## src/hdl/bcomp_pkg.sv

```systemverilog
// Shared constants, types and helpers of the barometer compensation block.
// No dependencies; every other file imports this package.
package bcomp_pkg;

   localparam int DIV_W      = 32;
   localparam int DIV_STAGES = DIV_W;
   localparam int CSR_IDX_W  = 3;

   localparam int PIPE_PRE  = 4;
   localparam int PIPE_MID  = 9;
   localparam int PIPE_TAIL = 3;

   localparam logic [CSR_IDX_W-1:0] REG_AC1_AC2 = 3'd0;
   localparam logic [CSR_IDX_W-1:0] REG_AC3_AC4 = 3'd1;
   localparam logic [CSR_IDX_W-1:0] REG_AC5_AC6 = 3'd2;
   localparam logic [CSR_IDX_W-1:0] REG_B1_B2   = 3'd3;
   localparam logic [CSR_IDX_W-1:0] REG_MC_MD   = 3'd4;

   localparam logic [31:0] T_ROUND   = 32'd8;
   localparam logic [31:0] B5_OFFSET = 32'd4000;
   localparam logic [31:0] X3_BIAS   = 32'd32768;
   localparam logic [31:0] B7_SCALE  = 32'd50000;
   localparam logic [31:0] P_SQ_K    = 32'd3038;
   localparam logic [31:0] P_LIN_K   = 32'hFFFFE343;
   localparam logic [31:0] P_OFFSET  = 32'd3791;
   localparam logic [17:0] P_MAX     = 18'h3FFFF;

   typedef struct packed {
      logic [31:0] x1;
      logic [15:0] up;
      logic        neg;
      logic        tz;
   } side1_type;

   typedef struct packed {
      logic [15:0] t;
      logic        tz;
      logic        pz;
      logic        shift;
   } side2_type;

   function automatic logic [31:0] sx16(input logic [15:0] v);
      return {{16{v[15]}}, v};
   endfunction

endpackage

```

## src/hdl/bcomp_div.sv

```systemverilog
// Pipelined unsigned 32/32 restoring divider, one quotient bit per stage.
// Depends on bcomp_pkg for the width and stage count.
module bcomp_div import bcomp_pkg::*; (
   input  logic             clock,
   input  logic             en,
   input  logic [DIV_W-1:0] num,
   input  logic [DIV_W-1:0] den,
   output logic [DIV_W-1:0] quo
);

   logic [DIV_W-1:0] rem_ff [DIV_STAGES];
   logic [DIV_W-1:0] nq_ff  [DIV_STAGES];
   logic [DIV_W-1:0] dd_ff  [DIV_STAGES];
   logic [DIV_W-1:0] rem_in [DIV_STAGES];
   logic [DIV_W-1:0] nq_in  [DIV_STAGES];
   logic [DIV_W-1:0] dd_in  [DIV_STAGES];

   always_comb begin
      logic [DIV_W-1:0] r;
      logic [DIV_W-1:0] n;
      logic [DIV_W-1:0] d;
      logic [DIV_W:0]   sh;
      for (int k = 0; k < DIV_STAGES; k++) begin
         if (k == 0) begin
            r = '0;
            n = num;
            d = den;
         end else begin
            r = rem_ff[k-1];
            n = nq_ff[k-1];
            d = dd_ff[k-1];
         end
         sh = {r, n[DIV_W-1]};
         dd_in[k] = d;
         if (sh >= {1'b0, d}) begin
            rem_in[k] = DIV_W'(sh - {1'b0, d});
            nq_in[k]  = {n[DIV_W-2:0], 1'b1};
         end else begin
            rem_in[k] = sh[DIV_W-1:0];
            nq_in[k]  = {n[DIV_W-2:0], 1'b0};
         end
      end
   end

   always_ff @(posedge clock) begin
      if (en) begin
         for (int k = 0; k < DIV_STAGES; k++) begin
            rem_ff[k] <= rem_in[k];
            nq_ff[k]  <= nq_in[k];
            dd_ff[k]  <= dd_in[k];
         end
      end
   end

   assign quo = nq_ff[DIV_STAGES-1];

endmodule

```

## config.mk

```make
export PLATFORM = sky130hd
export DESIGN_NAME = bcomp_div
export DESIGN_NICKNAME = d
export VERILOG_FILES = /design/src/hdl/bcomp_pkg.sv /design/src/hdl/bcomp_div.sv
export SDC_FILE = /design/constraint.sdc
export NUM_CORES = 2
export LEC_CHECK = 0
export BUFFER_PORTS_ARGS = -buffer_cell sky130_fd_sc_hd__buf_2
export CAP_MARGIN = 20
export CORE_ASPECT_RATIO = 0.8
export CORE_MARGIN = 2
export CORE_UTILIZATION = 58
export CTS_CLUSTER_SIZE = 10
export DETAILED_ROUTE_END_ITERATION = 8
export PLACE_DENSITY = 0.74
export REMOVE_ABC_BUFFERS = 1
export SLEW_MARGIN = 20
export SYNTH_ARGS = -nofsm -noshare
export SYNTH_HDL_FRONTEND = slang
export SYNTH_SLANG_ARGS = --single-unit
```

## constraint.sdc

```tcl
create_clock -name clock -period 4.3 [get_ports clock]
set_input_delay 1.29 -clock clock [delete_from_list [all_inputs] [get_ports clock]]
set_output_delay 1.29 -clock clock [all_outputs]
set_load 0.01 [all_outputs]
```

### Yosys cells after proc, flatten, opt, wreduce, memory -nomap -nowiden

Memory sizes are Yosys's and may differ from the RTL's.
Cells that the tools add are included.

* bits in writable memories: 3072
* output and inout bits: 32
* input port bits: 66
* word-level logic and storage cells: 133
* memories kept: 3
* register bits: 0

* mux-type cells: 66
* $lt $le $gt $ge: 32
* add/sub/neg operators: 32

Memories
* dd_ff: words 32, width 32, rd ports 31, clocked after Yosys merged registers in 0, wr ports 32, RTL line bcomp_div.sv:13 `logic [DIV_W-1:0] dd_ff [DIV_STAGES];`
* nq_ff: words 32, width 32, rd ports 32, clocked after Yosys merged registers in 0, wr ports 32, RTL line bcomp_div.sv:12 `logic [DIV_W-1:0] nq_ff [DIV_STAGES];`
* rem_ff: words 32, width 32, rd ports 31, clocked after Yosys merged registers in 0, wr ports 32, RTL line bcomp_div.sv:11 `logic [DIV_W-1:0] rem_ff [DIV_STAGES];`

Operators by type and width (number)
* $mux W32: 32
* $ge A33 B32 Y1: 31
* $sub A32 B32 Y32: 31
* $mux W1: 34
* $ge A1 B32 Y1: 1
* $sub A1 B32 Y32: 1

### Logic depth before layout (Yosys ltp)

* depth after elaboration: 2
* depth in mapped cells: 16
* mapped depth without buffers: 13

### Worst setup path before layout

No wires, ideal clock.

* path type: input-to-reg
* start point: in den[29]
* end point: mem rem_ff[0][0], data pin
* arrival: 3.014 ns
* slack: 1.019 ns
* required time: 4.033 ns
* stages: 6
* cells stage by stage: nor4_1 > nand4_1 > nor3_1 > nor3b_1 > clkbuf_1 > mux2i_1

RTL lines
* from (decl): RTL line bcomp_div.sv:7 `input logic [DIV_W-1:0] den,`
* to (decl): RTL line bcomp_div.sv:11

==> flow_summary.toml <==
[outcome]
status = "complete, no violations"

[yosys]
synthCells = 12763
syn_avg_cell_area_sq_um = 12.2
syn_area_sq_um = 156000
synth_warnings = 0
synth_flop_cell = "edfxtp_1"
synth_edf_count = 3008
synth_seq_cells = 3008
synth_cell_types = 119
async_flop_share_pct = 0
synth-seq-area-share_pct = 57.9

[global_routing]
grt_usage_pct = 26.9
antenna_found_initial = 24
overflow = 0
grt_pass1_wl_mm = 568
grt_pass1_vias = 96472
grt_max_degree = 143

[timing]
max_freq_mhz = 239
rsz0062_at_grt = "false"
slew_headroom_pct = 33.1
worst-slew-pin-transition_ns = 0.994
min_period_ns = 4.18
whs_ns = 0.369
finalSetupViolations = 0
hold_violations = 0
clock_skew_ns = 0.0566
final.period_utilization_pct = 97.2
drv_slew = 0

[pwr]
power_mw = 132
p_per_area_nw_per_um2 = 772
peakVddDrop_mv = 0.443
p_leak_nw = 68.9

[clock_tree]
clkTransAtPathRegs_ns = 0.05
cts_buffer_depth = 4
root_buffer = "clkbuf_16"
cts_made_buffers = 351
cts_tree = "done"
clock_latency_ns = 0.90
htree_levels = 5
holdBufCountCts = 0
cts.sinks = 3008

[detailed_routing]
wl_per_cell_um = 22.5
vias_per_cell = 6.02
wl_mm = 374
drcViolationCount = 0
dr.pass1.iters = 6
vias = 100243
ant_nets = 0
initialDrtViolationCount = 10131

[setup_path]
r2r_slack_ns = 0.12
startpoint_type = "register"
worstPathArrival_ns = 4.75
crit_type = "reg -> reg"
required_ns = 4.88
timing.rr.end = "rem_ff[0][312]"
endpoint_kind = "register"
critPathMaxFanout = 19
r2r_cells = 11
startpoint = "rem_ff[0][260]"
endpoint = "rem_ff[0][312]"
reg2reg_from = "rem_ff[0][260]"

[floorplan]
dieArea_sq_um = 273000
rows = 170
die_w_um = 584
start_util_pct = 58.3
io-pin-count = 98
die_h_um = 468
coreArea_sq_um = 268000

[placed_design]
globalplace.congestion = 0.967
place_hpwl_mm = 278
io_buffers = 97

[min_path]
min_from = "nq_ff[0][15]"
hp-class = "reg -> reg"

[cells_and_area]
final_layout_size_suffix_gt1_share_pct = 9.99
synthToLayoutAreaGrowth_pct = 9.45
finalNetCount = 14129
final_common_cell = "edfxtp_1"
final_cell_mix = "3008 x edfxtp_1, 1264 x inv_1, 994 x ha_1, 869 x a21oi_1, 805 x nand2_1"

[flow_run]
maxCapViolations = 0
## critical path: stages (launching register included)
cell	delay [ns]
edfxtp_1	0.54
ha_1	0.45
o211ai_1	0.11
a21boi_0	0.20
o21a_1	0.19
o211ai_1	0.19
o2bb2ai_1	0.39
a221oi_2	0.16
o2111ai_1	0.30
a41oi_4	0.30
buf_4	0.31
o41ai_1	0.75
## timing repair
item	in CTS	in global routing
gates resized for setup	1	2
setup buffers	0	1
setup endpoints to repair	1	4
## flip-flops by register name, summed over array words and instances (netlist names)
register  cells
dd_ff       992
rem_ff      992
nq_ff      1024
## kinds of logic after synthesis
group                      synth area share (%)
DFF                                        57.9
adders and majority gates                  8.35
and+or+nand+nor                            7.89
AOI/OAI and AO/OA                          13.2
muxes                                      4.19
xor gates and xnor gates                   4.39
buffers and inverters                      4.16
## how the worst min path moves through the flow
stage	endpoint	slack, ns	cells after the start
after floorplan	nq_ff[0][100]	0.40	0
after detailed placement	nq_ff[0][111]	0.40	0
final	nq_ff[0][48]	0.37	0
after CTS	nq_ff[0][48]	0.37	0
after global routing	nq_ff[1][399]	0.37	0
after global placement	nq_ff[1][244]	0.40	0
## layout make-up
cell class / count / area [sq um]
sequential: 3008 / 90300
fill: 20277 / 97100
multi-input combinational: 8133 / 59500
antenna: 4 / 10.0
clock inverter: 46 / 515
inverter: 1266 / 4750
clock buffer: 377 / 8970
tap: 3526 / 4410
timing repair buffer: 279 / 2430
## power breakdown
part	switching (mW)	leakage, nW	internal (mW)	total (mW)
registers	4.76	29.4	42.1	46.9
logic	33.0	34.9	26.1	59.2
clock network	11.0	4.63	14.9	25.9
total	48.8	68.9	83.1	132
## layer usage
layer / vias to the layer above / wire length, um / global-route usage (%)
li1: 47549 / - / -
met1: 48765 / 169000 / 38.9
met2: 3272 / 169000 / 42.4
met3: 653 / 24600 / 3.94
met4: 4 / 10400 / 7.33
met5: - / 14 / 0
## synth_stat cells (119+ instances only)
| cell | number | share of area, % |
|---|---|---|
| a21o_1 | 567 | 2.7 |
| a21oi_1 | 869 | 2.8 |
| a31oi_1 | 121 | 0.48 |
| clkbuf_1 | 213 | 0.51 |
| edfxtp_1 | 3008 | 58 |
| ha_1 | 994 | 8.0 |
| inv_1 | 1265 | 3.0 |
| mux2_2 | 453 | 3.3 |
| nand2_1 | 805 | 1.9 |
| nand2b_1 | 119 | 0.48 |
| nand3_1 | 207 | 0.66 |
| nand4_1 | 160 | 0.64 |
| nor2_1 | 593 | 1.4 |
| nor2b_1 | 159 | 0.64 |
| nor3_1 | 151 | 0.48 |
| o21a_1 | 138 | 0.66 |
| o21ai_0 | 737 | 2.4 |
| xnor2_1 | 482 | 2.7 |
| xor2_1 | 300 | 1.7 |
## per-stage QoR
step	cell area (sq um)	setup TNS, ns	setup WS [ns]	utilization [%]	cells
5_1_grt	171000	0	0.0118	63.8	16636
2_1_floorplan	154000	-128.80	-3.16	-	12407
3_3_place_gp	161000	0	0.242	60.2	16209
4_1_cts	171000	0	0.106	63.7	16632
6_report	171000	0	0.122	63.8	16639
3_5_place_dp	161000	0	0.0441	60.2	16209
(Power assumes the default switching activity.)
